==> config.mk <==
export PLATFORM = sky130hd
export DESIGN_NAME = gbts_front
export DESIGN_NICKNAME = d
export VERILOG_FILES = /design/src/hw/rtl/gbts_pkg.sv /design/src/hw/rtl/gbts_front.sv
export SDC_FILE = /design/constraint.sdc
export NUM_CORES = 1
export LEC_CHECK = 0
export ABC_CLOCK_PERIOD_IN_PS = 3020
export BUFFER_PORTS_ARGS = -buffer_cell sky130_fd_sc_hd__buf_2
export CORE_ASPECT_RATIO = 0.7
export CORE_MARGIN = 5
export CORE_UTILIZATION = 50
export CTS_CLUSTER_DIAMETER = 50
export DETAILED_ROUTE_END_ITERATION = 16
export PLACE_DENSITY = 0.8
export SLEW_MARGIN = 20
export SYNTH_ARGS = -nofsm -noshare
export SYNTH_HDL_FRONTEND = slang
export SYNTH_SLANG_ARGS = --single-unit
export TNS_END_PERCENT = 5
==> constraint.sdc <==
create_clock -name clk_i -period 3.02 [get_ports clk_i]
set_input_delay 0 -clock clk_i [delete_from_list [all_inputs] [get_ports clk_i]]
set_output_delay 0 -clock clk_i [all_outputs]
set_load 0.05 [all_outputs]
==> src/hw/rtl/gbts_pkg.sv <==
// gbts_pkg: shared types and constants for the gap buffer text store
// no dependencies

package gbts_pkg;

  localparam int unsigned Capacity = 1024;
  localparam int unsigned AddrW    = $clog2(Capacity);
  localparam int unsigned PosW     = 11;
  localparam int unsigned LenW     = 11;
  localparam int unsigned ChrW     = 8;

  typedef enum logic [1:0] {
    KIND_READ   = 2'd0,
    KIND_INSERT = 2'd1,
    KIND_ERASE  = 2'd2,
    KIND_NONE   = 2'd3
  } kind_e;

  typedef enum logic [1:0] {
    ST_DONE  = 2'd0,
    ST_FULL  = 2'd1,
    ST_RANGE = 2'd2,
    ST_SPARE = 2'd3
  } status_e;

  typedef struct packed {
    logic [1:0]      kind;
    logic [PosW-1:0] position;
    logic [ChrW-1:0] char_in;
    logic [LenW-1:0] erase_length;
  } req_t;

  typedef struct packed {
    logic [ChrW-1:0] char_out;
    logic [LenW-1:0] text_length;
    logic [1:0]      status;
  } rsp_t;

  // classified command handed from the front part to the back part
  typedef struct packed {
    kind_e           kind;
    logic [PosW-1:0] position;
    logic [ChrW-1:0] char_in;
    logic [LenW-1:0] erase_length;
  } cmd_t;

endpackage

==> src/hw/rtl/gbts_front.sv <==
// gbts_front: accepts request items and queues them for the back part
// depends on gbts_pkg

module gbts_front (
  input  logic               clk_i,
  input  logic               rst_ni,
  input  logic               in_valid_i,
  output logic               in_ready_o,
  input  gbts_pkg::req_t     in_data_i,
  output logic               cmd_valid_o,
  input  logic               cmd_ready_i,
  output gbts_pkg::cmd_t     cmd_o
);
  import gbts_pkg::*;

  localparam int unsigned Depth = 2;

  cmd_t       fifo_q [Depth];
  logic       wp_q, wp_d, rp_q, rp_d;
  logic [1:0] cnt_q, cnt_d;
  cmd_t       cls;
  logic       push, pop;

  always_comb begin
    cls.kind         = kind_e'(in_data_i.kind);
    cls.position     = in_data_i.position;
    cls.char_in      = in_data_i.char_in;
    cls.erase_length = in_data_i.erase_length;
  end

  assign in_ready_o  = (cnt_q != 2'(Depth));
  assign push        = in_valid_i && in_ready_o;
  assign cmd_valid_o = (cnt_q != 2'd0);
  assign pop         = cmd_valid_o && cmd_ready_i;
  assign cmd_o       = fifo_q[rp_q];

  always_comb begin
    wp_d  = push ? ~wp_q : wp_q;
    rp_d  = pop ? ~rp_q : rp_q;
    cnt_d = cnt_q + 2'(push) - 2'(pop);
  end

  always_ff @(posedge clk_i or negedge rst_ni) begin
    if (!rst_ni) begin
      wp_q  <= 1'b0;
      rp_q  <= 1'b0;
      cnt_q <= 2'd0;
    end else begin
      wp_q  <= wp_d;
      rp_q  <= rp_d;
      cnt_q <= cnt_d;
    end
  end

  always_ff @(posedge clk_i) begin
    if (push) begin
      fifo_q[wp_q] <= cls;
    end
  end

  a_cnt_bound: assert property (@(posedge clk_i) disable iff (!rst_ni)
    cnt_q <= 2'(Depth)) else $error("queue count overflow");
  a_no_push_full: assert property (@(posedge clk_i) disable iff (!rst_ni)
    (cnt_q == 2'(Depth)) |-> !push) else $error("push into full queue");
  a_cnt_track: assert property (@(posedge clk_i) disable iff (!rst_ni)
    (push && !pop) |=> (cnt_q == $past(cnt_q) + 2'd1)) else $error("count slip");

endmodule

==> key figures, run 1 <==
Outcome
  – Run status: finished clean

Worst hold path
  – Min-Delay Path Class: primary input to register
  – Hold Crit Start: in_valid_i

Synthesis
  – Commonest cells post-synth: 64 x sky130_fd_sc_hd__edfxtp_1, 32 x sky130_fd_sc_hd__mux2_2, 4 x sky130_fd_sc_hd__dfrtp_1
  – Syn Std Cell Area: 0.002520 mm^2
  – Most common cell in the netlist: sky130_fd_sc_hd__edfxtp_1
  – Warnings, synthesis: 0
  – Async set or reset register ratio after synthesis: 0.05882
  – Number of flops mapped to enable cells by yosys: 64
  – Synth Net Count: 155
  – Number of synthesized register bits: 68
  – Dominant synthesized flop cell: sky130_fd_sc_hd__edfxtp_1
  – Synth Instances: 117
  – Library cell with the largest summed area after synthesis: sky130_fd_sc_hd__edfxtp_1
  – Most area-consuming cells after synthesis: sky130_fd_sc_hd__edfxtp_1 76%, sky130_fd_sc_hd__mux2_2 14%, sky130_fd_sc_hd__dfrtp_1 4.0%
  – Top cell type's share of synthesized area: 0.7627
  – Number of library cell types mapped by synthesis: 15
  – Avg Cell Area, Syn: 21.54 um^2
  – Proportion of synthesized chip area in sequential cells: 0.8024

Timing
  – Tmin final: 2.024 ns
  – Least-Margin Pin Slew: 0.9187 ns
  – Final count of hold timing violations: 0
  – Total negative slack: 0 ns
  – Clock tree skew after final layout: 0.003585 ns
  – Period utilisation layout: 0.6701
  – Final setup violation count: 0
  – Final Worst Setup Slack: 0.9963 ns
  – RSZ-0062 raised after global routing: false
  – Fin. max-slew vios: 0
  – Fmax achieved: 494.2 MHz
  – Worst slew margin relative to its limit: 0.3861

Die
  – Num rows: 21
  – Initial cell density of the core: 0.5212
  – Total Die Area: 0.006582 mm^2
  – Count of boundary I/O pins: 70
  – Width of the die: 94.85 um
  – Die span in y: 69.40 um
  – Core area: 0.004835 mm^2

Drt
  – Post-detailed-route wirelength per cell: 15.46 um
  – Remaining antenna violation count: 0
  – Number of violations reported at the end of detailed-routing iteration 0: 39
  – Total wire length: 4701 um
  – Number of vias in the routed layout: 1415
  – Drt pass-1 iters: 4
  – Routed via count divided by cell count: 4.655
  – Remaining routing DRC violations: 0

Setup path
  – Crit path capture type: primary output
  – Startpoint kind of the worst setup timing path: register
  – Reg2reg start: cnt_q[0]
  – Launch point of the worst path: rp_q
  – Startpoint-to-endpoint class of the critical path: register to primary output
  – Maximum net fanout on the critical path: 20
  – Worst EP required: 3.02 ns
  – Critical path data arrival time: 2.02 ns

CTS
  – TritonCTS buffer count: 9
  – CTS clk-pin slew, worst paths: 0.06 ns
  – Clk sinks: 68
  – CTS H-tree lvls: 3
  – Clock root buffer: sky130_fd_sc_hd__clkbuf_8
  – CTS tree: done
  – Clock latency on the worst-skew pair: 0.33 ns
  – Maximum buffer depth of the clock tree: 2
  – Post-CTS setup buffer count: 0

Global route
  – Maximum number of pins on one net before global-route repair: 33
  – Antenna violations before repair: 0
  – Via count of the first global-routing pass: 1551
  – Total grt overflow: 0
  – Global-route usage over all layers: 0.1561
  – Global-route wire length before repair: 7521 um

Power and ir drop
  – Peak supply drop: 0.6487 mV
  – Total chip power: 3.536 mW
  – Total power divided by cell area: 1027 mW/mm^2
  – Pleak: 1.329 nW

Placed design
  – Port buffer count: 69
  – Detailed-placement wirelength estimate: 3036 um
  – Global placement routability congestion: 0.6657
  – Worst Setup Slack post-DPL: 1.200 ns

Final layout
  – Antenna Cells: 0
  – Layout cells sized above 1: 0.5021
  – Net count reported at finish: 268
  – Count of fill cells added during filler insertion: 329
  – Area growth from synthesis to layout: 36.69%
  – Utilization after layout: 0.7125

Flow run
  – Max_cap viols: 0
[where the power goes]
part	total, mW	internal [mW]	switching [mW]	leakage (nW)
clock	0.590	0.289	0.301	0.0849
sequential	1.39	1.30	0.0959	0.641
combinational	1.55	0.456	1.10	0.603
[cell families (layout without fill, tap and decap cells)]
logic type / Yosys count / after routing / share of synthesized area
XOR/XNOR: 4 / 4 / 0.01391
adder cells (fa/ha/maj): 2 / 2 / 0.009929
buffers and inverters: 5 / 123 / 0.01688
flip-flops: 68 / 68 / 0.8024
multiplexers: 32 / 32 / 0.1430
AND/OR/NAND/NOR: 6 / 6 / 0.01391
[placed cells by master (no fill, tap or decap)]
| master | count |
|---|---|
| sky130_fd_sc_hd__buf_2 | 69 |
| sky130_fd_sc_hd__edfxtp_1 | 64 |
| sky130_fd_sc_hd__dlygate4sd3_1 | 35 |
| sky130_fd_sc_hd__mux2_2 | 32 |
| sky130_fd_sc_hd__clkbuf_8 | 9 |
| sky130_fd_sc_hd__dfrtp_1 | 4 |
| sky130_fd_sc_hd__xnor2_1 | 3 |
| sky130_fd_sc_hd__clkinv_2 | 3 |
| sky130_fd_sc_hd__ha_1 | 2 |
| sky130_fd_sc_hd__clkinv_1 | 2 |
| sky130_fd_sc_hd__buf_4 | 2 |
| sky130_fd_sc_hd__or2_1 | 1 |
| sky130_fd_sc_hd__and2_4 | 1 |
| sky130_fd_sc_hd__inv_1 | 1 |
| sky130_fd_sc_hd__nand2b_1 | 1 |
| sky130_fd_sc_hd__nand2_1 | 1 |
| sky130_fd_sc_hd__and3_1 | 1 |
| sky130_fd_sc_hd__nor2_4 | 1 |
| sky130_fd_sc_hd__xor2_1 | 1 |
| sky130_fd_sc_hd__clkbuf_1 | 1 |
| sky130_fd_sc_hd__clkinv_4 | 1 |
[cell type report]
type	instances	area, um^2	share of cell area
sequential	68	2022	0.5870
timing repair buffer	106	710.7	0.2063
multi-input combinational	44	462.9	0.1344
clock buffer	10	127.6	0.03705
tap	69	86.33	0.02506
clock inverter	6	31.28	0.009081
inverter	1	3.754	0.001090
[worst max-delay path: stages, from the launching register on]
cell and delay, ns:
sky130_fd_sc_hd__dfrtp_1 0.70, sky130_fd_sc_hd__buf_4 0.38, sky130_fd_sc_hd__mux2_2 0.39, sky130_fd_sc_hd__buf_2 0.21
[routing by layer]
metal  GRT usage  wire length, um  up-vias
li1            -                -      682
met1      0.1765             1939      669
met2      0.2523             2267       60
met3     0.09870              467        4
met4     0.02880               27        0
met5           0                0        -
[timing repair]
action / CTS / global route
hold buffers: 35 / 0
endpoints found under the hold margin: 69 / 0
gates resized for setup: 0 / 0
[final timing paths]
kind / endpoint / slack, ns / cells after the start
max: cmd_o[19] / 1.0 / 3
min: wp_q / 0.07 / 3
max reg2reg: fifo_q[0][13] / 1.21 / 3
min reg2reg: cnt_q[0] / 0.56 / 1
max in group asynchronous: cnt_q[1] / 2.29 / 3
min in group asynchronous: wp_q / 0.56 / 3
[state kept, by name, indices dropped and copies added, names as in the netlist]
signal	count
wp_q	1
fifo_q	64
cnt_q	2
rp_q	1
[stage by stage]
stage | area, um^2 | hold WS [ns] | std cells
finish | 3445 | 0.06705 | 304
global route | 3445 | 0.08322 | 304
CTS | 3445 | 0.04775 | 304
detailed placement | 2935 | -0.1860 | 253
global placement | 2935 | -0.1959 | 253
floorplan | 2520 | -0.2956 | 117
No activity file was read; power rests on OpenSTA's default activity.
==> run 2: changes to the inputs <==
- ABC_AREA: unset -> 1
- ABC_CLOCK_PERIOD_IN_PS: 3020 -> 2090
- PLACE_DENSITY: 0.8 -> 0.79
- clock period: 3.02 -> 2.09 ns (I/O delays scaled with it)
==> key figures, run 2 <==
Die
  – Total Die Area: 0.006802 mm^2 (+3.3%)
  – Num rows: 22 (+4.8%)
  – Initial cell density of the core: 0.5083 (-0.01296)
  – Width of the die: 96.46 um (+1.7%)
  – Count of boundary I/O pins: 70 (unchanged)
  – Die span in y: 70.52 um (+1.6%)
  – Core area: 0.005147 mm^2 (+6.5%)

Drt
  – Number of vias in the routed layout: 1773 (+25%)
  – Number of violations reported at the end of detailed-routing iteration 0: 100 (+160%)
  – Drt pass-1 iters: 4 (unchanged)
  – Remaining antenna violation count: 0 (unchanged)
  – Post-detailed-route wirelength per cell: 13.35 um (-14%)
  – Total wire length: 5180 um (+10%)
  – Routed via count divided by cell count: 4.570 (-1.8%)
  – Remaining routing DRC violations: 0 (unchanged)

Synthesis
  – XOR/XNOR share of the synthesized area: 0 (-0.01390)
  – Share of the synthesized area in compound gates (AO/OA/AOI/OAI): 0 (unchanged)
  – Avg Cell Area, Syn: 13.15 um^2 (-39%)
  – Proportion of synthesized chip area in sequential cells: 0.7728 (-0.02955)
  – Most common cell in the netlist: sky130_fd_sc_hd__nand2_1
  – Simple-gate share of the synthesized area: 0.1731 (+0.1592)
  – Number of synthesized register bits: 68 (unchanged)
  – Synth Net Count: 237 (+53%)
  – Warnings, synthesis: 0 (unchanged)
  – Async set or reset register ratio after synthesis: 0.05882 (unchanged)
  – Most area-consuming cells after synthesis: sky130_fd_sc_hd__edfxtp_1 73%, sky130_fd_sc_hd__nand2_1 14%, sky130_fd_sc_hd__dfrtp_1 3.8%
  – Library cell with the largest summed area after synthesis: sky130_fd_sc_hd__edfxtp_1
  – Fraction of the mapped netlist area in adder cells: 0.009565 (-0.0003657)
  – Number of flops mapped to enable cells by yosys: 64 (unchanged)
  – Syn Std Cell Area: 0.002616 mm^2 (+3.8%)
  – Synth Instances: 199 (+70%)
  – Number of library cell types mapped by synthesis: 12 (-3)
  – Commonest cells post-synth: 99 x sky130_fd_sc_hd__nand2_1, 64 x sky130_fd_sc_hd__edfxtp_1, 10 x sky130_fd_sc_hd__nand2_2
  – Top cell type's share of synthesized area: 0.7346 (-0.02808)
  – Dominant synthesized flop cell: sky130_fd_sc_hd__edfxtp_1
  – Combinational family with the most area after synthesis: simple AND/OR/NAND/NOR gates
  – Mux share of post-synthesis cell area: 0 (-0.1430)

Global route
  – Via count of the first global-routing pass: 1843 (+19%)
  – Total grt overflow: 0 (unchanged)
  – Global-route usage over all layers: 0.1706 (+0.01450)
  – Antenna violations before repair: 0 (unchanged)
  – Maximum number of pins on one net before global-route repair: 34 (+3.0%)
  – Global-route wire length before repair: 8445 um (+12%)

Power and ir drop
  – Total power divided by cell area: 1556 mW/mm^2 (+52%)
  – Total internal power: 2.953 mW (+45%)
  – Share of total power in combinational logic: 0.463 (+0.023)
  – Proportion of power drawn by flip-flops and latches: 0.361 (-0.033)
  – Power share of the clock group: 0.177 (+0.010)
  – Fraction of power spent switching nets: 0.4664 (+0.04339)
  – Peak supply drop: 0.8751 mV (+35%)
  – Power dissipated by switching net loads: 2.581 mW (+73%)
  – Pleak: 1.569 nW (+18%)

Timing
  – RSZ-0062 raised after global routing: false
  – Tmin final: 1.790 ns
  – Total negative slack: 0 ns (unchanged)
  – Final setup violation count: 0 (unchanged)
  – Clock tree skew after final layout: 0.009514 ns (+0.005928 ns)
  – Period utilisation layout: 0.8565
  – Final Worst Setup Slack: 0.2999 ns (-0.6964 ns)
  – Least-Margin Pin Slew: 0.6103 ns (-0.3084 ns)
  – Final count of hold timing violations: 0 (unchanged)
  – Fin. max-slew vios: 0 (unchanged)
  – Worst slew margin relative to its limit: 0.5931 (+0.2070)
  – Fmax achieved: 558.6 MHz

Final layout
  – Final std cell area, no fill: 0.003556 mm^2 (+3.2%)
  – Antenna Cells: 0 (unchanged)
  – Commonest non-fill, non-tap cell in the layout: sky130_fd_sc_hd__nand2_1
  – Largest registers ranked by flip-flop count: fifo_q x64, cnt_q x2
  – Net count reported at finish: 350 (+31%)
  – Layout cells sized above 1: 0.3101 (-0.1920)
  – Flip-flop count of the largest register after layout: 64 (unchanged)
  – Area growth from synthesis to layout: 35.92%
  – Largest Register: fifo_q
  – Highest-count cells in the layout ignoring fill and taps: 99 x sky130_fd_sc_hd__nand2_1, 69 x sky130_fd_sc_hd__buf_2, 64 x sky130_fd_sc_hd__edfxtp_1

Placed design
  – Placed cell area: 0.003014 mm^2 (+2.7%)
  – Port buffer count: 69 (unchanged)
  – Global placement routability congestion: 0.7335 (+10%)
  – Worst Setup Slack post-DPL: 0.6002 ns (-0.5996 ns)
  – Detailed-placement wirelength estimate: 3099 um (+2.1%)

Setup path
  – Flop-to-flop setup slack: 0.61 ns (-0.60 ns)
  – Startpoint-to-endpoint class of the critical path: register to primary output
  – Startpoint kind of the worst setup timing path: register
  – Critical path data arrival time: 1.79 ns (-0.23 ns)
  – Number of cells on the worst reg-to-reg path: 4 (+1)
  – Maximum net fanout on the critical path: 14 (-30%)
  – Worst EP required: 2.09 ns (-0.93 ns)
  – Crit path capture type: primary output

CTS
  – Post-CTS setup buffer count: 0 (unchanged)
  – CTS H-tree lvls: 3 (unchanged)
  – Maximum buffer depth of the clock tree: 2 (unchanged)
  – TritonCTS buffer count: 9 (unchanged)
  – Clock latency on the worst-skew pair: 0.33 ns (about the same)
  – Number of gates resized after cts: 0 (unchanged)
  – CTS tree: done
  – Clock root buffer: sky130_fd_sc_hd__clkbuf_8
  – Clk sinks: 68 (unchanged)
  – Post-CTS Hold Fix Bufs: 35 (unchanged)
  – CTS clk-pin slew, worst paths: 0.07 ns (about the same)

Outcome
  – Run status: finished clean

Worst hold path
  – Min-Delay Path Class: primary input to register
  – Cell depth of the worst min-delay path: 2 (-1)

Flow run
  – Max_cap viols: 0 (unchanged)
## run 2: changes by cell type in the layout (fill, tap and decap cells not counted), moves of 2 or more
cell,change
sky130_fd_sc_hd__nand3_1,+3
sky130_fd_sc_hd__xnor2_1,-3
sky130_fd_sc_hd__mux2_2,-32
sky130_fd_sc_hd__inv_1,+7
sky130_fd_sc_hd__nand2_1,+98
sky130_fd_sc_hd__clkinv_2,-2
sky130_fd_sc_hd__nand2_2,+10
sky130_fd_sc_hd__clkinvlp_4,+2
sky130_fd_sc_hd__buf_4,+2
## run 2: logic make-up after synthesis
| logic type | after synthesis |
|---|---|
| fa+ha+maj | 2 |
| simple gates | 113 |
| flops | 68 |
| buf+inv | 16 |
## run 2: power by group through the flow
stage / clock network [mW] / logic [mW] / registers, mW
6_report: 0.977 / 2.56 / 2.00
3_5_place_dp: 0 / 2.53 / 2.02
4_1_cts: 1.01 / 2.59 / 2.00
2_1_floorplan: 0 / 2.08 / 1.96
3_3_place_gp: 0 / 2.50 / 2.01
5_1_grt: 1.08 / 2.76 / 2.03
## run 2: path summary, 6_finish.rpt
kind                                from             to
setup / recovery                    rp_q      cmd_o[24]
max in group asynchronous         rst_ni       cnt_q[0]
min in group asynchronous         rst_ni           wp_q
hold reg to reg                     wp_q           wp_q
hold / removal             in_data_i[29]  fifo_q[0][29]
setup reg to reg                cnt_q[1]   fifo_q[1][2]
## run 2: metal layers
| layer | global-route usage | routed length [um] | part of all wire | vias to the layer above |
|---|---|---|---|---|
| met2 | 0.2798 | 2590 | 0.50 | 58 |
| met1 | 0.1986 | 2137 | 0.41 | 826 |
| met3 | 0.08827 | 421 | 0.081 | 4 |
| met4 | 0.04199 | 30 | 0.0058 | 0 |
| li1 | - | - | - | 885 |
| met5 | 0 | 0 | 0 | - |
## run 2: worst max-delay path, cell delays in order (launching register included)
cell	delay [ns]
sky130_fd_sc_hd__dfrtp_1	0.73
sky130_fd_sc_hd__buf_4	0.31
sky130_fd_sc_hd__nand2_1	0.07
sky130_fd_sc_hd__nand2_1	0.09
sky130_fd_sc_hd__buf_2	0.26
## run 2: cell type report
type	instances	area (um^2)
repair buffers	109	735.7
clock inverters	5	53.80
well taps	72	90.09
inverters	9	41.29
fillers	389	1592
flip-flops and latches	68	2022
multi-input cells	115	485.5
clock buffers	10	127.6
## run 2: per-stage QoR
stage / power [mW] / utilization / instances / hold slack, ns
3_5_place_dp: 4.553 / 0.5856 / 337 / -0.1870
2_1_floorplan: 4.038 / - / 199 / -0.2956
4_1_cts: 5.591 / 0.6889 / 387 / 0.003978
3_3_place_gp: 4.512 / 0.5856 / 337 / -0.1832
6_report: 5.534 / 0.6908 / 388 / 0.3904
5_1_grt: 5.868 / 0.6908 / 388 / 0.3682
